--- src/hw/rtl/ccm_pkg.sv ---
package ccm_pkg;

    localparam int NUM_CLASSES = 6;
    localparam int CHOICE_W    = 3;
    localparam int SUBSET_W    = NUM_CLASSES;
    localparam int POP_W       = $clog2(NUM_CLASSES + 1);
    // empty, single classes, unordered pairs
    localparam int NUM_TYPES   = 1 + NUM_CLASSES + (NUM_CLASSES * (NUM_CLASSES - 1)) / 2;
    localparam int TYPE_W      = $clog2(NUM_TYPES);
    localparam int CAP_W       = 7;
    localparam int COUNT_W     = 7;

    typedef logic [NUM_CLASSES-1:0] class_mask_t;
    typedef class_mask_t mask_table_t [NUM_TYPES];

    typedef struct packed {
        logic                load;
        logic                init;
        logic                step;
        logic                last_type;
        logic                emit;
        logic [SUBSET_W-1:0] subset;
        logic [SUBSET_W-1:0] next_subset;
        logic [TYPE_W-1:0]   type_idx;
    } ccm_cmd_t;

    function automatic mask_table_t build_type_masks();
        mask_table_t t;
        int          k;
        k = 0;
        t[0] = '0;
        k = 1;
        for (int i = 0; i < NUM_CLASSES; i++)
        begin
            t[k] = class_mask_t'(1) << i;
            k++;
        end
        for (int i = 0; i < NUM_CLASSES; i++)
        begin
            for (int j = i + 1; j < NUM_CLASSES; j++)
            begin
                t[k] = (class_mask_t'(1) << i) | (class_mask_t'(1) << j);
                k++;
            end
        end
        return t;
    endfunction

    localparam mask_table_t TYPE_MASK = build_type_masks();
    localparam logic [TYPE_W-1:0] FIRST_TYPE = TYPE_W'(1);
    localparam logic [TYPE_W-1:0] LAST_TYPE  = TYPE_W'(NUM_TYPES - 1);

    function automatic class_mask_t choice_mask(input logic [CHOICE_W-1:0] c);
        class_mask_t m;
        m = '0;
        for (int i = 0; i < NUM_CLASSES; i++)
        begin
            if (c == CHOICE_W'(i))
            begin
                m[i] = 1'b1;
            end
        end
        return m;
    endfunction

    function automatic logic [TYPE_W-1:0] mask_to_type(input class_mask_t m);
        logic [TYPE_W-1:0] k;
        k = '0;
        for (int i = 0; i < NUM_TYPES; i++)
        begin
            if (TYPE_MASK[i] == m)
            begin
                k = TYPE_W'(i);
            end
        end
        return k;
    endfunction

    function automatic logic [POP_W-1:0] class_pop(input class_mask_t m);
        logic [POP_W-1:0] p;
        p = '0;
        for (int i = 0; i < NUM_CLASSES; i++)
        begin
            p = p + POP_W'(m[i]);
        end
        return p;
    endfunction

endpackage

--- src/hw/rtl/ccm_ctrl.sv ---
module ccm_ctrl
    import ccm_pkg::*;
(
    input  logic     clk,
    input  logic     rst_n,
    input  logic     in_valid,
    input  logic     in_last,
    input  logic     out_busy,
    output logic     in_ready,
    output ccm_cmd_t cmd
);

    typedef enum logic [1:0] {
        ST_LOAD,
        ST_SOLVE,
        ST_EMIT
    } state_t;

    state_t              state_reg, state_next;
    logic [SUBSET_W-1:0] subset_reg, subset_next;
    logic [TYPE_W-1:0]   type_reg, type_next;
    logic                in_fire;

    assign in_ready = (state_reg == ST_LOAD);
    assign in_fire  = in_valid && in_ready;

    always_comb
    begin
        cmd             = '0;
        cmd.load        = in_fire;
        cmd.init        = in_fire && in_last;
        cmd.step        = (state_reg == ST_SOLVE);
        cmd.last_type   = (type_reg == LAST_TYPE);
        cmd.emit        = (state_reg == ST_EMIT) && !out_busy;
        cmd.subset      = subset_reg;
        cmd.next_subset = subset_reg + SUBSET_W'(1);
        cmd.type_idx    = type_reg;

        state_next  = state_reg;
        subset_next = subset_reg;
        type_next   = type_reg;
        unique case (state_reg)
            ST_LOAD:
            begin
                if (in_fire && in_last)
                begin
                    state_next  = ST_SOLVE;
                    subset_next = '0;
                    type_next   = FIRST_TYPE;
                end
            end
            ST_SOLVE:
            begin
                if (type_reg == LAST_TYPE)
                begin
                    type_next   = FIRST_TYPE;
                    subset_next = subset_reg + SUBSET_W'(1);
                    if (subset_reg == '1)
                    begin
                        state_next = ST_EMIT;
                    end
                end
                else
                begin
                    type_next = type_reg + TYPE_W'(1);
                end
            end
            ST_EMIT:
            begin
                if (!out_busy)
                begin
                    state_next = ST_LOAD;
                end
            end
            default:
            begin
                state_next = ST_LOAD;
            end
        endcase
    end

    always_ff @(posedge clk or negedge rst_n)
    begin
        if (!rst_n)
        begin
            state_reg  <= ST_LOAD;
            subset_reg <= '0;
            type_reg   <= FIRST_TYPE;
        end
        else
        begin
            state_reg  <= state_next;
            subset_reg <= subset_next;
            type_reg   <= type_next;
        end
    end

endmodule

--- src/hw/rtl/ccm_datapath.sv ---
module ccm_datapath
    import ccm_pkg::*;
#(
    parameter int MAX_REQUESTS = 64
)
(
    input  logic                clk,
    input  logic                rst_n,
    input  ccm_cmd_t            cmd,
    input  logic [CHOICE_W-1:0] choice_a,
    input  logic [CHOICE_W-1:0] choice_b,
    input  logic [CAP_W-1:0]    capacity,
    output logic [COUNT_W-1:0]  assigned_count,
    output logic                all_assigned
);

    localparam int CW = $clog2(MAX_REQUESTS + 1);
    localparam int PW = CAP_W + POP_W;
    localparam int AW = CW + PW + 1;

    // requests per class-set type, and the request total
    logic [CW-1:0] cnt_reg [NUM_TYPES];
    logic [CW-1:0] n_reg;
    // running cut value for the current class subset, and best cut so far
    logic [AW-1:0] acc_reg, acc_next;
    logic [AW-1:0] best_reg, best_next;

    logic [TYPE_W-1:0] in_type;
    logic              full;
    logic [AW-1:0]     add;
    logic [AW-1:0]     acc_sum;
    logic [PW-1:0]     cap_prod;

    assign in_type  = mask_to_type(choice_mask(choice_a) | choice_mask(choice_b));
    assign full     = (n_reg == CW'(MAX_REQUESTS));
    // a request is cut at the source unless all its classes lie in the subset
    assign add      = ((TYPE_MASK[cmd.type_idx] & ~cmd.subset) != '0)
                      ? AW'(cnt_reg[cmd.type_idx]) : '0;
    assign acc_sum  = acc_reg + add;
    assign cap_prod = PW'(capacity) * PW'(class_pop(cmd.next_subset));

    always_comb
    begin
        acc_next  = acc_reg;
        best_next = best_reg;
        if (cmd.init)
        begin
            acc_next  = '0;
            best_next = '1;
        end
        else if (cmd.step)
        begin
            if (cmd.last_type)
            begin
                if (acc_sum < best_reg)
                begin
                    best_next = acc_sum;
                end
                acc_next = AW'(cap_prod);
            end
            else
            begin
                acc_next = acc_sum;
            end
        end
    end

    always_ff @(posedge clk or negedge rst_n)
    begin
        if (!rst_n)
        begin
            for (int i = 0; i < NUM_TYPES; i++)
            begin
                cnt_reg[i] <= '0;
            end
            n_reg    <= '0;
            acc_reg  <= '0;
            best_reg <= '0;
        end
        else
        begin
            acc_reg  <= acc_next;
            best_reg <= best_next;
            if (cmd.emit)
            begin
                for (int i = 0; i < NUM_TYPES; i++)
                begin
                    cnt_reg[i] <= '0;
                end
                n_reg <= '0;
            end
            else if (cmd.load && !full)
            begin
                cnt_reg[in_type] <= cnt_reg[in_type] + CW'(1);
                n_reg            <= n_reg + CW'(1);
            end
        end
    end

    assign assigned_count = best_reg[COUNT_W-1:0];
    assign all_assigned   = (best_reg == AW'(n_reg));

endmodule

--- src/hw/rtl/capacitated_choice_matcher_unit.sv ---
// Capacitated choice matcher.
// Input stream (s_axis_*): one request per transfer, two acceptable class codes
// in tdata; tlast marks the final request of a set and starts the solve.
// Requests beyond MAX_REQUESTS are dropped but a tlast on them still solves.
// Output stream (m_axis_*): one transfer per set, the maximum number of
// requests that fit the classes under class_capacity, and an all-fit flag.
// cfg_we/cfg_wdata write class_capacity (reset 1); write only while idle.
// Requests load one per transfer while tready is high. The solve evaluates
// the min cut over all 64 class subsets, one request type (21 of them) per
// cycle on one adder, then places the result in the output register when free.
// Input is held off (tready low) from the tlast transfer until the result is
// placed in the output register. A stalled result waits there while the next
// set loads; a further solve holds its result until the register is free.
// Reset clears the request counts and the output valid flag, and sets the capacity to 1.
module capacitated_choice_matcher_unit
    import ccm_pkg::*;
#(
    parameter int MAX_REQUESTS = 64
)
(
    input  logic       clk,
    input  logic       rst_n,
    input  logic       cfg_we,
    input  logic [6:0] cfg_wdata,      // class_capacity
    input  logic       s_axis_tvalid,
    output logic       s_axis_tready,
    input  logic [7:0] s_axis_tdata,   // [2:0] choice_a, [5:3] choice_b, [7:6] zero
    input  logic       s_axis_tlast,   // last_request
    output logic       m_axis_tvalid,
    input  logic       m_axis_tready,
    output logic [7:0] m_axis_tdata    // [6:0] assigned_count, [7] all_assigned
);

    ccm_cmd_t           cmd;
    logic [CAP_W-1:0]   capacity_reg;
    logic               out_valid_reg;
    logic [7:0]         out_data_reg;
    logic               out_busy;
    logic [COUNT_W-1:0] assigned_count;
    logic               all_assigned;

    // output register can take a result if empty or draining this cycle
    assign out_busy = out_valid_reg && !m_axis_tready;

    ccm_ctrl u_ctrl (
        .clk      (clk),
        .rst_n    (rst_n),
        .in_valid (s_axis_tvalid),
        .in_last  (s_axis_tlast),
        .out_busy (out_busy),
        .in_ready (s_axis_tready),
        .cmd      (cmd)
    );

    ccm_datapath #(
        .MAX_REQUESTS (MAX_REQUESTS)
    ) u_datapath (
        .clk            (clk),
        .rst_n          (rst_n),
        .cmd            (cmd),
        .choice_a       (s_axis_tdata[2:0]),
        .choice_b       (s_axis_tdata[5:3]),
        .capacity       (capacity_reg),
        .assigned_count (assigned_count),
        .all_assigned   (all_assigned)
    );

    always_ff @(posedge clk or negedge rst_n)
    begin
        if (!rst_n)
        begin
            capacity_reg  <= CAP_W'(1);
            out_valid_reg <= 1'b0;
        end
        else
        begin
            if (cfg_we)
            begin
                capacity_reg <= cfg_wdata;
            end
            if (cmd.emit)
            begin
                out_valid_reg <= 1'b1;
            end
            else if (m_axis_tready)
            begin
                out_valid_reg <= 1'b0;
            end
        end
    end

    always_ff @(posedge clk)
    begin
        if (cmd.emit)
        begin
            out_data_reg <= {all_assigned, assigned_count};
        end
    end

    assign m_axis_tvalid = out_valid_reg;
    assign m_axis_tdata  = out_data_reg;

endmodule

--- config.mk ---
export PLATFORM = sky130hd
export DESIGN_NAME = capacitated_choice_matcher_unit
export DESIGN_NICKNAME = d
export VERILOG_FILES = /design/src/hw/rtl/ccm_pkg.sv /design/src/hw/rtl/ccm_ctrl.sv /design/src/hw/rtl/ccm_datapath.sv /design/src/hw/rtl/capacitated_choice_matcher_unit.sv
export SDC_FILE = /design/constraint.sdc
export NUM_CORES = 1
export LEC_CHECK = 0
export BUFFER_PORTS_ARGS = -buffer_cell sky130_fd_sc_hd__buf_2
export CELL_PAD_IN_SITES_DETAIL_PLACEMENT = 1
export CELL_PAD_IN_SITES_GLOBAL_PLACEMENT = 2
export CORE_UTILIZATION = 36
export CTS_CLUSTER_DIAMETER = 30
export CTS_CLUSTER_SIZE = 12
export DETAILED_ROUTE_END_ITERATION = 6
export PLACE_DENSITY_LB_ADDON = 0.1
export SYNTH_ARGS = -nofsm -noshare
export SYNTH_HDL_FRONTEND = slang
export SYNTH_SLANG_ARGS = --single-unit
--- constraint.sdc ---
create_clock -name clk -period 6.5 [get_ports clk]
set_input_delay 0 -clock clk [delete_from_list [all_inputs] [get_ports clk]]
set_output_delay 0 -clock clk [all_outputs]
set_load 0.02 [all_outputs]
After elaboration in Yosys (flattened, before gate mapping)
Memories as Yosys holds them, arrays and structs flattened.
Index checks and enable logic that the tools add are counted.
Word-level totals
  bits of input ports: 21
  output and inout bits: 10
  memories kept: 1
  register bits after elaboration: 226
  word-level logic and storage cells: 185
  memory bits (read-only): 192
Operators by class
  $lt $le $gt $ge: 4
  bitwise gates (word level): 5
  equality and inequality tests: 41
  reduce and logical (&&, ||, !) cells: 23
  add/subtract/negate cells: 10
  multiplexer cells: 69
  multipliers: 1
Memory list
  (no name shown): words 32, width 6, read ports 1, clocked after Yosys merged registers in 0, wr ports 0, line ccm_datapath.sv:37  | assign add = ((TYPE_MASK[cmd.type_idx] & ~cmd.subset) != '0)
Operators with widths (count)
  2-to-1 mux 154 bit: 2
  bitwise mux 154 bit: 1
  2-to-1 mux 18 bit: 7
  binary-select mux 7 bit (select 5 bit): 2
  2-to-1 mux 7 bit: 8
  2-to-1 mux 5 bit: 8
  equality test 6 bit, first input constant: 6
  demux 7 bit (select 5 bit): 1
  2-to-1 mux 4 bit: 8
  equality test 5 x 6 -> 1 bit, first input constant: 5
  equality test 4 x 6 -> 1 bit, first input constant: 4
  2-to-1 mux 6 bit: 4
  adder 18 bit: 1
  equality test 18 x 7 -> 1 bit: 1
  equality test 3 x 6 -> 1 bit, first input constant: 3
  less-than comparator 18 bit: 1
  2-to-1 mux 1 bit: 15
  adder 7 x 1 -> 7 bit, second input constant: 2
  adder 3 x 1 -> 3 bit: 4
  equality test 2 x 6 -> 1 bit, first input constant: 2
  equality test 3 x 2 -> 1 bit, second input constant: 4
  equality test 3 bit, second input constant: 4
  >= comparator 6 bit, second input constant: 2
  2-to-1 mux 2 bit: 6
  other kinds (31): 52

Depth between registers and ports, before layout
  depth after elaboration: 33
  mapped depth: 29
  mapped depth without buffers: 26

Cells and area by module
From an unflattened synthesis, not the netlist that was laid out.
Second synthesis, totals
  cells, all modules: 1647
  area, all modules: 15453.6 µm²
By module, submodules not included
  ccm_datapath: sequential area each 4929.7 µm², area each 14039.7 µm², cells an instance 1534, times used 1
  ccm_ctrl: sequential area each 326.6 µm², area each 843.3 µm², cells an instance 87, times used 1
  capacitated_choice_matcher_unit: sequential area each 441.7 µm², area each 570.5 µm², cells an instance 26, times used 1

Worst setup path after synthesis
No wires, ideal clock.
  kind: reg-to-reg
  from: register u_ctrl.type_reg[0]
  to: register u_datapath.best_reg[10]
  library setup time: 125 ps
  cell stages (with the launch flop): 27
  data required time: 6375 ps
  buffers on the path: 3
  slack: -445 ps
  arrival: 6820 ps
  cell sequence: dfstp_2 clkbuf_1 clkbuf_1 inv_1 ha_1 a22oi_1 nor2_1 or4_1 o22ai_1 nor2_1 ha_1 a21o_1 a21oi_1 o21bai_1 a21oi_1 o21bai_1 a21oi_1 nor3_1 xor2_1 ha_1 a21o_1 a21o_1 a21oi_1 o211ai_1 a21oi_1 buf_2 mux2_2
Between the ends
  cells in the longest elaborated chain, start to end: 12
  elaborated cells on any way between the ends: 20
RTL lines
  start: declaration: line ccm_ctrl.sv:21  | logic [TYPE_W-1:0] type_reg, type_next;
  start signal: assignment: line ccm_ctrl.sv:94  | type_reg <= type_next;
  branches (longest 12 deep; another with adder 18 bit)
  end signal: assignment: line ccm_datapath.sv:83  | best_reg <= best_next;
  end: declaration: line ccm_datapath.sv:26  | logic [AW-1:0] best_reg, best_next;
Several ways; the timed one is not identified. The select of a mux whose other input is x is not followed.
A chain may end at the register's enable or synchronous reset.

Worst setup path in the final report
Ends and elaborated chain as after synthesis.

==> key figures <==
Outcome
  – Status: completed

Synth
  – Mean area per synthesized cell: just under 10 um2
  – Sequential area share after synthesis: 0.406
  – Flops & latches, synth: 226
  – Top cells by area, synth: dfrtp_1, mux4_2, nand3_1, o21ai_0, ha_1
  – Leading area contributor after synthesis: dfrtp_1
  – Syn. warnings: 0
  – Main synth FF type: dfrtp_1
  – Distinct cells, synth: 82
  – Synthesized instance count: around 1500
  – Yosys top cell area share: 0.385
  – Number of flops mapped to enable cells by yosys: 8
  – Syn nets: approximately 1500
  – Ys async rst share: 0.965
  – Post-Synthesis Cell Area: 14000 um2

Global route
  – Vias in the first global route: 12589
  – Gr usage total: 0.263
  – Largest net degree at the start of global routing: 106
  – Total gr overflow: 0
  – First-pass GRT wire length: 77900 um
  – Initial antenna violation count: 1

Timing
  – Setup Skew: 20.1 ps
  – Worst-Margin Slew: 1080 ps
  – Post-layout min period: 5930 ps
  – Slew Viols, Final: 0
  – Final period util: 0.913
  – Max frequency: around 170 MHz
  – Slew HR: 0.283
  – RSZ-0062 raised after global routing: no
  – Setup violators final: 0
  – Fin. Hold Viols: 0
  – Setup TNS: 0 ps

Routing
  – WL/cell: 24.1 um
  – Vias: 12096
  – Initial DRC Count: 652
  – Final wirelength: around 50000 um
  – Via-per-instance ratio: 5.84
  – Drt drc: 0
  – Remaining antenna violation count: 0
  – Router iterations before antenna repair: 4

Cells and area
  – Layout cells sized above 1: 0.196
  – # nets final: 1577
  – Area Overhead vs Synth: 23.7%
  – Non-filler cells, final: 2070
  – Most frequent cells in the layout: dfrtp_1, nand3_1, o21ai_0
  – Most common cell after layout, fill and taps aside: dfrtp_1
  – Util after Layout: 0.456
  – Post-Layout Inst Area: ~17000 um2
  – Largest register FFs: 154
  – Antenna Cells: 0

CTS
  – Clock root buffer master: clkbuf_16
  – Max clock buf depth: 3
  – Clock sink count: between 200 and 250
  – H-tree Lvls: 3
  – TritonCTS buffer count: 69
  – CTS tree: done
  – Clk_lat worst skew: 580 ps
  – Clock Pin Slew Worst Setup and Hold Paths: around 40 ps

Floorplan
  – Num ports: 31
  – Num rows: 71
  – Die area: slightly below 40000 um2
  – Die height: 199 um
  – Core Footprint: between 30000 and 40000 um2
  – Starting Density: 0.369
  – Die width: 199 um

Worst setup path
  – Critical-path top delay cell: dfstp_4
  – Worst Path Required: 6960 ps
  – CP Launch Type: flip-flop
  – Cells along the critical path: buf_12 > mux4_2 > mux4_2 > mux2i_1 > nor2_1 > ha_1 > fa_1 > a21o_1 > a21oi_1 > o21bai_1 > a21oi_1 > nor2b_1 > o2111a_1 > nand3_1 > xor2_2 > inv_1 > ha_1 > a21o_1 > a21oi_1 > o211ai_1 > a21oi_2 > buf_4 > mux2_2
  – Crit path capture type: flip-flop
  – Worst path max stage delay: around 660 ps
  – Crit Path Max Fanout: 10
  – Most used cell, CP: a21oi_1
  – Crit path DAT: 6400 ps
  – Setup Crit Path Kind: reg2reg

Power
  – Power density cells: roughly 500 nW/um2
  – Max VDD drop: 0.000239 V
  – Leak: ~7.6 nW
  – Final Power: approximately 0.0088 W

Placement
  – Placed instance area: 14600 um2
  – Detailed Place HPWL: 33000 um
  – RD Place Congestion: 0.832
  – PortBufs: 28
  – Cell count after placement: between 1500 and 2000

Hold path
  – HP Class: in2reg

Job
  – Max cap viols: 0
[kinds of logic after synthesis]
logic type,after synthesis,synth area share
AND/OR/NAND/NOR,432,0.155
AO/OA/AOI/OAI,435,0.200
buffers and inverters,177,0.0558
XOR/XNOR,45,0.0281
adder cells (fa/ha/maj),54,0.0530
flip-flops,226,0.406
multiplexers,88,0.102
[metrics by stage]
| step | hold slack, ps | setup WS, ps |
|---|---|---|
| 2_1_floorplan | -296 | 190 |
| 3_3_place_gp | 163 | 429 |
| 3_5_place_dp | 159 | 433 |
| 4_1_cts | 79.4 | 377 |
| 5_1_grt | 111 | 141 |
| 6_report | 84.7 | 565 |
[final cells by class]
type | instances | area [um2]
clock inverters | 32 | 450
repair buffers | 86 | 653
flip-flops and latches | 226 | 5700
inverters | 65 | 244
clock buffers | 96 | 2060
multi-input cells | 1054 | 7590
fillers | 4247 | 20700
well taps | 511 | 639
[synthesized netlist by cell type, drive strengths merged (11+ instances only)]
library cell / instances
mux2i: 27
ha: 45
nor4: 11
mux2: 19
a21o: 13
clkbuf: 73
inv: 63
xor2: 18
nand2b: 33
xnor2: 27
dfrtp: 216
o22ai: 28
o21ai: 207
nand2: 73
nor2: 63
mux4: 42
o32ai: 13
a21oi: 67
nor3: 16
buf: 39
nand3: 180
o31ai: 11
nor2b: 15
[final timing paths]
| kind | slack, ps | depth (start not counted) | startpoint | end |
|---|---|---|---|---|
| setup / recovery | 570 | 23 | u_ctrl.type_reg[0] | u_datapath.best_reg[10] |
| hold / removal | 80 | 4 | s_axis_tlast | u_datapath.best_reg[2] |
| setup reg to reg | 570 | 23 | u_ctrl.type_reg[0] | u_datapath.best_reg[10] |
| hold reg to reg | 500 | 2 | u_datapath.acc_reg[6] | u_datapath.acc_reg[6] |
| max in group asynchronous | 4780 | 3 | rst_n | u_ctrl.type_reg[1] |
| min in group asynchronous | 110 | 2 | rst_n | u_datapath.best_reg[7] |
[per-layer routing]
layer / routed length (um) / vias up / global-route usage
met5: 0 / - / 0
met1: 21900 / 6168 / 0.343
met3: 2440 / 107 / 0.0565
li1: - / 5505 / -
met4: 1750 / 0 / 0.107
met2: 23700 / 316 / 0.425
[critical path, delay by kind of cell (launching register included)]
kind / cells / cell delay, ps
AO/OA/AOI/OAI: 9 / 1620
XOR/XNOR: 1 / 210
adder cells (fa/ha/maj): 3 / 920
buffers and inverters: 3 / 440
flip-flops: 1 / 660
multiplexers: 4 / 1630
AND/OR/NAND/NOR: 3 / 340
[repair_timing]
item	in CTS	in global routing
buffers inserted	0	3
resized for setup	0	1
endpoints found under the hold margin	112	0
hold buffers	17	0
setup endpoints to repair	0	12
[power breakdown]
group / switching (W) / internal [W] / leakage, nW / total [W]
sequential: 0.000388 / 0.00182 / 2.89 / 0.00221
clock: 0.000998 / 0.00259 / 1.23 / 0.00359
combinational: 0.00173 / 0.00129 / 3.45 / 0.00302
No activity file was read; power rests on OpenSTA's default activity.
